--- config.mk ---
export PLATFORM = sky130hd
export DESIGN_NAME = sorted_value_list
export DESIGN_NICKNAME = d
export VERILOG_FILES = /design/src/sv/svl_pkg.sv /design/src/sv/svl_cell.sv /design/src/sv/svl_ctrl.sv /design/src/sv/sorted_value_list.sv
export SDC_FILE = /design/constraint.sdc
export NUM_CORES = 2
export LEC_CHECK = 0
export BUFFER_PORTS_ARGS = -buffer_cell sky130_fd_sc_hd__buf_2
export CAP_MARGIN = 30
export CORE_ASPECT_RATIO = 1.1
export CORE_MARGIN = 2
export CORE_UTILIZATION = 26
export CTS_BUF_LIST = sky130_fd_sc_hd__clkbuf_8
export DETAILED_ROUTE_END_ITERATION = 10
export PLACE_DENSITY_LB_ADDON = 0.12
export SYNTH_ARGS = -nofsm -noshare
export SYNTH_HDL_FRONTEND = slang
export SYNTH_SLANG_ARGS = --single-unit
--- constraint.sdc ---
create_clock -name clk -period 11.91 [get_ports clk]
set_clock_uncertainty 0.1 [all_clocks]
set_input_delay 2.382 -clock clk [delete_from_list [all_inputs] [get_ports clk]]
set_output_delay 2.382 -clock clk [all_outputs]
set_load 0.03 [all_outputs]
--- src/sv/svl_pkg.sv ---
// shared types and request codes for the sorted value list
`default_nettype none

package svl_pkg;

  // value width and request codes
  localparam int VALUE_W = 32;
  localparam int REQ_W   = 2;
  localparam int COUNT_W = 5;

  localparam logic [REQ_W-1:0] REQ_INSERT = 2'd0;
  localparam logic [REQ_W-1:0] REQ_REMOVE = 2'd1;
  localparam logic [REQ_W-1:0] REQ_LOOKUP = 2'd2;

  // broadcast from the controller to every cell
  typedef struct packed {
    logic               capture;
    logic               ins_en;
    logic               rem_en;
    logic [VALUE_W-1:0] value;
  } cell_ctrl_t;

endpackage

`default_nettype wire

--- src/sv/svl_cell.sv ---
// one cell of the sorted chain: holds an entry and its compare flags
`default_nettype none

module svl_cell
  import svl_pkg::*;
#(
  parameter int IDX   = 0,
  parameter int CNT_W = 5
) (
  input  wire logic               clk,
  input  wire logic               rst_n,
  input  wire cell_ctrl_t         ctrl,
  input  wire logic [CNT_W-1:0]   count,
  input  wire logic [VALUE_W-1:0] prev_entry,
  input  wire logic               prev_less,
  input  wire logic [VALUE_W-1:0] next_entry,
  output logic [VALUE_W-1:0]      entry,
  output logic                    less,
  output logic                    eq,
  output logic                    hit
);

  localparam logic [CNT_W-1:0] IDX_C = CNT_W'(IDX);

  logic [VALUE_W-1:0] entry_r;
  logic               less_r;
  logic               eq_r;
  logic               occ;

  // cell holds a live entry when it lies below the count
  assign occ = IDX_C < count;

  // compare flags, captured when a word is taken
  always_ff @(posedge clk) begin
    if (!rst_n) begin
      less_r <= 1'b0;
      eq_r   <= 1'b0;
    end else if (ctrl.capture) begin
      less_r <= occ && ($signed(entry_r) < $signed(ctrl.value));
      eq_r   <= occ && (entry_r == ctrl.value);
    end
  end

  // shift towards the tail on insert, towards the head on remove
  always_ff @(posedge clk) begin
    if (ctrl.ins_en && !less_r) begin
      entry_r <= prev_less ? ctrl.value : prev_entry;
    end else if (ctrl.rem_en && !less_r) begin
      entry_r <= next_entry;
    end
  end

  assign entry = entry_r;
  assign less  = less_r;
  assign eq    = eq_r;
  // first cell not below the value, and equal to it
  assign hit   = !less_r && prev_less && eq_r;

endmodule

`default_nettype wire

--- src/sv/svl_ctrl.sv ---
// handshake, entry count and result register for the sorted value list
`default_nettype none

module svl_ctrl
  import svl_pkg::*;
#(
  parameter int CAPACITY = 16,
  parameter int CNT_W    = 5
) (
  input  wire logic               clk,
  input  wire logic               rst_n,
  input  wire logic               in_tvalid,
  output logic                    in_tready,
  input  wire logic [VALUE_W-1:0] in_value,
  input  wire logic [REQ_W-1:0]   in_req,
  output logic                    out_tvalid,
  input  wire logic               out_tready,
  output logic                    out_ok,
  output logic [VALUE_W-1:0]      out_value,
  output logic [COUNT_W-1:0]      out_count,
  input  wire logic               hit_any,
  input  wire logic               eq_any,
  output cell_ctrl_t              ctrl,
  output logic [CNT_W-1:0]        count
);

  localparam logic [CNT_W-1:0] FULL_C = CNT_W'(CAPACITY);
  localparam logic [CNT_W-1:0] ONE_C  = CNT_W'(1);

  logic                 busy_r, busy_nxt;
  logic [REQ_W-1:0]     req_r;
  logic [VALUE_W-1:0]   val_r;
  logic [CNT_W-1:0]     count_r, count_nxt;
  logic                 out_valid_r, out_valid_nxt;
  logic                 out_ok_r;
  logic [VALUE_W-1:0]   out_value_r;
  logic [COUNT_W-1:0]   out_count_r;
  logic                 accept, apply, out_free;
  logic                 ins_ok, rem_ok, look_ok;
  logic [CNT_W+COUNT_W-1:0] count_ext;

  // handshake: one word in flight, result slot drains as the next enters
  assign out_free  = !out_valid_r || out_tready;
  assign in_tready = !busy_r && out_free;
  assign accept    = in_tvalid && in_tready;
  assign apply     = busy_r && out_free;

  // outcome of the pending request from the cell flags
  assign ins_ok  = (req_r == REQ_INSERT) && (count_r != FULL_C);
  assign rem_ok  = (req_r == REQ_REMOVE) && hit_any;
  assign look_ok = (req_r == REQ_LOOKUP) && eq_any;

  // broadcast to the cells
  always_comb begin
    ctrl.capture = accept;
    ctrl.ins_en  = apply && ins_ok;
    ctrl.rem_en  = apply && rem_ok;
    ctrl.value   = busy_r ? val_r : in_value;
  end

  // next count and control state
  always_comb begin
    count_nxt = count_r;
    if (ctrl.ins_en) begin
      count_nxt = count_r + ONE_C;
    end else if (ctrl.rem_en) begin
      count_nxt = count_r - ONE_C;
    end
    busy_nxt = busy_r;
    if (accept) begin
      busy_nxt = 1'b1;
    end else if (apply) begin
      busy_nxt = 1'b0;
    end
    out_valid_nxt = out_valid_r;
    if (apply) begin
      out_valid_nxt = 1'b1;
    end else if (out_tready) begin
      out_valid_nxt = 1'b0;
    end
  end

  assign count_ext = {{COUNT_W{1'b0}}, count_nxt};

  // control registers
  always_ff @(posedge clk) begin
    if (!rst_n) begin
      busy_r      <= 1'b0;
      count_r     <= '0;
      out_valid_r <= 1'b0;
    end else begin
      busy_r      <= busy_nxt;
      count_r     <= count_nxt;
      out_valid_r <= out_valid_nxt;
    end
  end

  // request and result payload
  always_ff @(posedge clk) begin
    if (accept) begin
      req_r <= in_req;
      val_r <= in_value;
    end
    if (apply) begin
      out_ok_r    <= ins_ok || rem_ok || look_ok;
      out_value_r <= look_ok ? val_r : '0;
      out_count_r <= count_ext[COUNT_W-1:0];
    end
  end

  assign out_tvalid = out_valid_r;
  assign out_ok     = out_ok_r;
  assign out_value  = out_value_r;
  assign out_count  = out_count_r;
  assign count      = count_r;

  // count stays within the store
  a_count_bound: assert property (@(posedge clk) disable iff (!rst_n)
    count_r <= FULL_C)
    else $error("entry count beyond capacity");

  // a successful insert grows the count by one
  a_insert_grows: assert property (@(posedge clk) disable iff (!rst_n)
    ctrl.ins_en |=> count_r == $past(count_r) + ONE_C)
    else $error("insert did not grow the count");

  // a result appears only after a pending request
  a_result_source: assert property (@(posedge clk) disable iff (!rst_n)
    $rose(out_valid_r) |-> $past(busy_r))
    else $error("result without a pending request");

  // no new word taken while one is pending
  a_single_word: assert property (@(posedge clk) disable iff (!rst_n)
    busy_r |-> !in_tready)
    else $error("word accepted while busy");

endmodule

`default_nettype wire

--- src/sv/sorted_value_list.sv ---
// top level of the sorted value list: controller and chain of cells
//
// Keeps an ascending list of signed 32-bit values, duplicates allowed, in a
// chain of CAPACITY cells. Each input word carries a request kind in in_tuser
// (insert, remove first match, look up) and the value in in_tdata. For every
// word one result word leaves on the out_ channel with the success flag in
// out_tuser and the looked-up value and entry count in out_tdata.
// The word is taken and every cell registers its compare flags against the
// value; then the cells shift in parallel and the result register loads.
// No new word is taken while one is pending; the next word can be taken in
// the cycle the result appears, when the receiver is ready. Each word passes
// the compare stage and then the shift stage.
// A stalled receiver holds the result register; the pending request waits
// and in_tready stays low until the result slot frees.
// Reset (rst_n low, synchronous) empties the list; entries need no clearing
// as only cells below the count are ever compared.
`default_nettype none

module sorted_value_list
  import svl_pkg::*;
#(
  parameter int CAPACITY = 16
) (
  input  wire logic        clk,
  input  wire logic        rst_n,
  input  wire logic        in_tvalid,
  output logic             in_tready,
  input  wire logic [31:0] in_tdata,   // value[31:0]
  input  wire logic [1:0]  in_tuser,   // req_type[1:0]
  output logic             out_tvalid,
  input  wire logic        out_tready,
  output logic [39:0]      out_tdata,  // found_value[31:0], entry_count[36:32], zero pad
  output logic             out_tuser   // ok
);

  localparam int CNT_W = $clog2(CAPACITY + 1);

  cell_ctrl_t         ctrl;
  logic [CNT_W-1:0]   count;
  logic [VALUE_W-1:0] entry_w [CAPACITY];
  logic [CAPACITY-1:0] less_w, eq_w, hit_w;
  logic               out_ok;
  logic [VALUE_W-1:0] out_value;
  logic [COUNT_W-1:0] out_count;

  svl_ctrl #(
    .CAPACITY (CAPACITY),
    .CNT_W    (CNT_W)
  ) u_ctrl (
    .clk        (clk),
    .rst_n      (rst_n),
    .in_tvalid  (in_tvalid),
    .in_tready  (in_tready),
    .in_value   (in_tdata),
    .in_req     (in_tuser),
    .out_tvalid (out_tvalid),
    .out_tready (out_tready),
    .out_ok     (out_ok),
    .out_value  (out_value),
    .out_count  (out_count),
    .hit_any    (|hit_w),
    .eq_any     (|eq_w),
    .ctrl       (ctrl),
    .count      (count)
  );

  // chain of cells, head at index zero
  for (genvar i = 0; i < CAPACITY; i++) begin : g_cell
    logic [VALUE_W-1:0] prev_entry, next_entry;
    logic               prev_less;

    if (i == 0) begin : g_head
      assign prev_entry = ctrl.value;
      assign prev_less  = 1'b1;
    end else begin : g_mid
      assign prev_entry = entry_w[i-1];
      assign prev_less  = less_w[i-1];
    end

    if (i == CAPACITY - 1) begin : g_tail
      assign next_entry = entry_w[i];
    end else begin : g_body
      assign next_entry = entry_w[i+1];
    end

    svl_cell #(
      .IDX   (i),
      .CNT_W (CNT_W)
    ) u_cell (
      .clk        (clk),
      .rst_n      (rst_n),
      .ctrl       (ctrl),
      .count      (count),
      .prev_entry (prev_entry),
      .prev_less  (prev_less),
      .next_entry (next_entry),
      .entry      (entry_w[i]),
      .less       (less_w[i]),
      .eq         (eq_w[i]),
      .hit        (hit_w[i])
    );
  end

  // result word packing
  assign out_tdata = {3'b000, out_count, out_value};
  assign out_tuser = out_ok;

endmodule

`default_nettype wire

# ---- After elaboration in Yosys (flattened, before gate mapping)
# Cells that the tools add are included.
dict set report classes {
  muxes 52
  n_addsub 2
  n_eq_ne 19
  magnitude_cmp 32
  n_reduce_logical 143
}
# operator n
set op_table {}
lappend op_table {{two-way mux 32 bit} 46}
lappend op_table {{equality test 32 bit} 16}
lappend op_table {{< comparator 32 bit} 16}
lappend op_table {{logical AND 1 bit} 102}
lappend op_table {{< comparator 4 x 5 -> 1 bit (first input constant)} 8}
lappend op_table {{nonzero test 2 bit} 17}
lappend op_table {{OR reduction 16 bit} 2}
lappend op_table {{< comparator 3 x 5 -> 1 bit (first input constant)} 4}
lappend op_table {{logical NOT 1 bit} 18}
lappend op_table {{< comparator 1 x 5 -> 1 bit (first input constant)} 2}
lappend op_table {{< comparator 2 x 5 -> 1 bit (first input constant)} 2}
lappend op_table {{two-way mux 5 bit} 2}
lappend op_table {{adder 5 x 1 -> 5 bit (second input constant)} 1}
lappend op_table {{inequality test 5 bit (second input constant)} 1}
lappend op_table {{subtractor 5 x 1 -> 5 bit (second input constant)} 1}
lappend op_table {{two-way mux 1 bit} 4}
lappend op_table {{logical OR 1 bit} 3}
lappend op_table {{equality test 2 x 1 -> 1 bit (second input constant)} 1}
lappend op_table {{equality test 2 bit (second input constant)} 1}
lappend op_table {{logical NOT 2 bit} 1}
dict set report totals {
  inputBits 38
  elab_cells 304
  output_inout_bits 43
  ff_bits 623
}

# ---- Longest topological paths before layout
dict set report logic_depth {
  depth_word 9
  depth_mapped 12
  mapped_depth_nobuf 9
}

# ---- Cells and area by module
# From an unflattened synthesis, not the netlist that was laid out.
dict set report unflattened {
  cells_unflattened 4528
  area_unflattened_um2 43958.4
}
# module seq_area_each_um2 instances cells_each area_each_um2
set by_module_without_submodules {}
lappend by_module_without_submodules {{svl_cell at g_cell[2].u_cell ...} 1001.0 2 269 2529.9}
lappend by_module_without_submodules {svl_ctrl 2302.2 1 210 3314.4}
lappend by_module_without_submodules {{svl_cell at g_cell[13].u_cell} 1001.0 1 270 2555.0}
lappend by_module_without_submodules {{svl_cell at g_cell[9].u_cell} 1001.0 1 270 2553.7}
lappend by_module_without_submodules {{svl_cell at g_cell[14].u_cell} 1001.0 1 266 2542.4}
lappend by_module_without_submodules {{svl_cell at g_cell[10].u_cell} 1001.0 1 269 2537.4}
lappend by_module_without_submodules {{svl_cell at g_cell[4].u_cell} 1001.0 1 271 2536.2}
lappend by_module_without_submodules {{svl_cell at g_cell[6].u_cell} 1001.0 1 270 2534.9}
lappend by_module_without_submodules {{svl_cell at g_cell[0].u_cell} 1001.0 1 269 2533.7}
lappend by_module_without_submodules {{svl_cell at g_cell[12].u_cell} 1001.0 1 269 2532.4}
lappend by_module_without_submodules {{svl_cell at g_cell[8].u_cell} 1001.0 1 269 2531.2}
lappend by_module_without_submodules {{svl_cell at g_cell[11].u_cell} 1001.0 1 268 2529.9}
lappend by_module_without_submodules {{svl_cell at g_cell[7].u_cell} 1001.0 1 265 2529.9}
lappend by_module_without_submodules {{svl_cell at g_cell[5].u_cell} 1001.0 1 270 2528.7}
lappend by_module_without_submodules {{+3 rows} -- -- -- --}

# ---- Worst setup path after synthesis
# OpenSTA, ideal clock, no wires.
dict set report synth_path {
  path_kind {input port to flip-flop}
  from {input out_tready}
  to {register g_cell[0].u_cell.entry_r[0] (enable)}
  setup_slack_ns 5.461
  setup_time_ns 0.421
  path_buffers 2
  t_arrival_ns 5.928
  required_time_ns 11.389
  cell_stages 6
  cell_sequence {nand2b_1 -> and2_1 -> clkbuf_1 -> nand2_1 -> clkbuf_1 -> nor2_1}
}
dict set report synth_between {
  elab_chain_len 5
  word_cells_on_any_way 7
  classes_between {reduce/logical (7)}
}
# element line_no
set synth_lines {}
lappend synth_lines {{start: declaration} sorted_value_list.sv:31} ;# input wire logic out_tready,
lappend synth_lines {{logical OR 1 bit (*)} svl_ctrl.sv:43} ;# assign out_free = !out_valid_r || out_tready;
lappend synth_lines {{logical AND 1 bit (*)} svl_ctrl.sv:46} ;# assign apply = busy_r && out_free;
lappend synth_lines {{via u_ctrl.apply} svl_ctrl.sv:38} ;# logic accept, apply, out_free;
lappend synth_lines {{logical AND 1 bit (on tied branches)} {svl_ctrl.sv:57, svl_ctrl.sv:56}}
lappend synth_lines {{logical AND 1 bit (on tied branches)} {svl_cell.sv:48, svl_cell.sv:46}}
lappend synth_lines {{nonzero test 2 bit (no line) (*)} --}
lappend synth_lines {{end signal: assignment} svl_cell.sv:47} ;# entry_r <= prev_less ? ctrl.value : prev_entry;
lappend synth_lines {{end signal: assignment} svl_cell.sv:49} ;# entry_r <= next_entry;
lappend synth_lines {{end: declaration} svl_cell.sv:25} ;# logic [VALUE_W-1:0] entry_r;
# The timed path passes the listed nets; every way through them passes the cells marked *.
# A chain may end at the register's enable or synchronous reset.

# ---- Final worst setup path
dict set report layout_path {
  from {input out_tready}
  to {output in_tready}
}
dict set report layout_between {
  elab_chain_len 2
}
# element line_no
set layout_lines {}
lappend layout_lines {{logical OR 1 bit} svl_ctrl.sv:43}
lappend layout_lines {{logical AND 1 bit} svl_ctrl.sv:44} ;# assign in_tready = !busy_r && out_free;
lappend layout_lines {{end: declaration} sorted_value_list.sv:27} ;# output logic in_tready,
# Every way passes these cells.

==> results.yml <==
logic_synthesis:
  yosys.area_share.adder_pct: 15.9
  ys_top_cells_by_count: "nand2_1 (1070), o21ai_0 (944), edfxtp_1 (584)"
  yosysUniqueCellTypes: 58
  syn_area_mm2: 0.0406
  ys_seq_elements: 623
  post_synth.cell_area_avg_um2: 9.13
  synth_top_family_by_area: "compound AO/OA/AOI/OAI gates"
  yosys.area.top_type_share_pct: 43.2
  yosysWarningCount: 0
  synth_edf_count: 584
  synth_compound_area_share_pct: 18.4
  synthMuxAreaShare_pct: 0.944
  ys_top_cells_by_area: "edfxtp_1 (43%), ha_1 (16%), o21ai_0 (12%)"
  ys_seq_area_share_pct: 45.2
  yosysTopAreaCell: "edfxtp_1"
  syn_inst: 4441
  async_flop_share_pct: 0
  synth.most_common_cell: "nand2_1"
  ys.flop_type: "edfxtp_1"
  synth_simple_gate_area_share_pct: 16.6
  synth_xor_area_share_pct: 0.0864
final_layout:
  stdcell_count: 6659
  multi_input_area_mm2: 0.0216
  regArea_mm2: 0.0183
  fillers: 16600
  final_nets: 5030
  drive_above_1_share_pct: 9.08
  areaGrowthSynthToFinish_pct: 14.7
clock_network:
  cts_tree: "yes"
  h-tree-depth: 4
  postCtsSetupBuffers: 0
  cts_root_buf: "clkbuf_8"
  cts_resized: 0
  clockBufferDepth: 3
  cts_hold_buf: 0
  clkLatencyLatePin_ps: 840
  clock_sinks: 623
  clk_pin_slew_worst_paths_ps: 60
  cts_buffers: 134
status:
  outcome: "finished clean"
route:
  drtPass1Iterations: 5
  ant_nets: 0
  routed_wl_um: 126000
  routed_via_density: 4.79
  drt-initial-drc-count: 2092
  drc_errors: 0
  num_vias: 31900
  avgRoutedWirePerCell_um: 18.9
die:
  io_pins: 81
  rows: 152
  die_w_um: 381
  die_h_um: 418
  start_util_pct: 26.1
  die-area_mm2: 0.159
  coreArea_mm2: 0.156
placement:
  gp_congestion: 0.837
  placed_cells: 6419
  post-dp-hpwl_um: 95000
  io_buffers: 77
global_route:
  grt_remaining_overflow: 0
  antenna_found_initial: 2
  grt_pass1_wl_um: 195000
  grt_usage_pct: 15.8
  grt_pass1_vias: 31700
  grt_max_degree: 70
critical_path:
  cp_max_fo: 4
  crit_top_cell: "buf_2"
  path_cells: "buf_2 > nor2b_1 > nor2_1 > buf_2"
  cp.required_ps: 9430
  slowest_delay_ps: 240
  worstSetupPathType: "primary input to output port"
  arrival_ps: 3040
  start_kind: "primary input"
  cpMaxStageDelayCell: "nor2b_1"
  crit_path_end_kind: "output port"
timing:
  max_freq_ghz: 0.181
  slew_violations: 0
  hold_viol: 0
  tightest_slew_ps: 1050
  fin_crit_sh_pct: 46.4
  setup_violations: 0
  tns_ps: 0
  max_slew_margin_pct: 29.6
  fin_crit_ps: 5520
  grt_setup_unrepaired: "false"
pwr:
  ir_worst_vdd_uv: 76.9
  power.density_mw_per_mm2: 115
  leakagePower_nw: 17.6
min_path:
  min_path_type: "register to register"
flow_run:
  maxCapViolations: 0
layout make-up:
| class | instances | share of cell area, % |
|---|---|---|
| Clock buffer | 146 | 4.32 |
| Antenna cell | 1 | 0.00538 |
| Sequential cell | 623 | 39.4 |
| Inverter | 41 | 0.331 |
| Multi-Input combinational cell | 3508 | 46.4 |
| Clock inverter | 92 | 0.836 |
| Timing Repair Buffer | 169 | 3.11 |
| Tap cell | 2079 | 5.59 |
worst paths after layout:
path / start / end / slack (ps) / depth (start not counted)
setup / recovery: out_tready / in_tready / 6390 / 4
hold / removal: g_cell[9].u_cell.eq$_SDFFE_PN0P_ / g_cell[9].u_cell.eq$_SDFFE_PN0P_ / 380 / 2
setup reg to reg: u_ctrl.busy_r$_SDFFE_PN0P_ / g_cell[7].u_cell.less$_SDFFE_PN0P_ / 7500 / 10
hold reg to reg: g_cell[9].u_cell.eq$_SDFFE_PN0P_ / g_cell[9].u_cell.eq$_SDFFE_PN0P_ / 380 / 2
routing by layer:
layer | vias up | global-route usage [%] | part of all wire, % | routed length [um]
met5 | - | 0 | 0 | 0
met1 | 14700 | 19.8 | 45 | 56900
met4 | 0 | 5.31 | 2.8 | 3500
met3 | 180 | 2.99 | 4.1 | 5160
li1 | 16400 | - | - | -
met2 | 565 | 26.9 | 48 | 60300
cell usage in the layout, fill, tap and decap left out, types with 69 or more instances in the layout:
master,Yosys,layout
a21oi_1,255,255
buf_2,8,80
buf_4,3,69
clkbuf_8,0,146
edfxtp_1,584,584
ha_1,515,515
inv_1,39,98
nand2_1,1070,1070
nand4_1,112,112
nor2_1,116,100
o21ai_0,944,944
power breakdown:
group          switching (mW)  internal [mW]
clock                    1.06           1.12
sequential             0.0441           2.44
combinational           0.461          0.238
stage by stage:
| stage | hold slack [ps] | power [mW] | worst slack, ps | area, um2 | utilization, % |
|---|---|---|---|---|---|
| after detailed placement | 364 | 3.24 | 6380 | 44100 | 28.4 |
| after CTS | 372 | 5.47 | 6370 | 46500 | 29.9 |
| after floorplan | 345 | 2.96 | 5460 | 40600 | - |
| after global routing | 399 | 5.66 | 6300 | 46500 | 29.9 |
| final | 383 | 5.36 | 6390 | 46500 | 29.9 |
| after global placement | 360 | 3.22 | 6410 | 43600 | 28.0 |
state kept, by name, summed over array words and instances (netlist names):
| name | count |
|---|---|
| g_cell.u_cell.less | 16 |
| g_cell.u_cell.entry | 512 |
| u_ctrl.out_value | 32 |
| u_ctrl.out_tvalid | 1 |
| u_ctrl.busy_r | 1 |
| u_ctrl.count | 5 |
| u_ctrl.out_count | 5 |
| g_cell.u_cell.eq | 16 |
| u_ctrl.val_r | 32 |
| u_ctrl.out_ok | 1 |
| u_ctrl.req_r | 2 |
cell families after synthesis:
| group | Yosys count |
|---|---|
| simple gates | 1555 |
| flops | 623 |
| buf+inv | 312 |
| fa+ha+maj | 515 |
| other cells | 1 |
| xor+xnor | 4 |
| mux | 38 |
| compound gates | 1393 |
critical path, delay by kind of cell:
| kind | cells | cell delay, ps |
|---|---|---|
| buffers and inverters | 2 | 320 |
| AND/OR/NAND/NOR | 2 | 340 |
(Power assumes the default switching activity.)
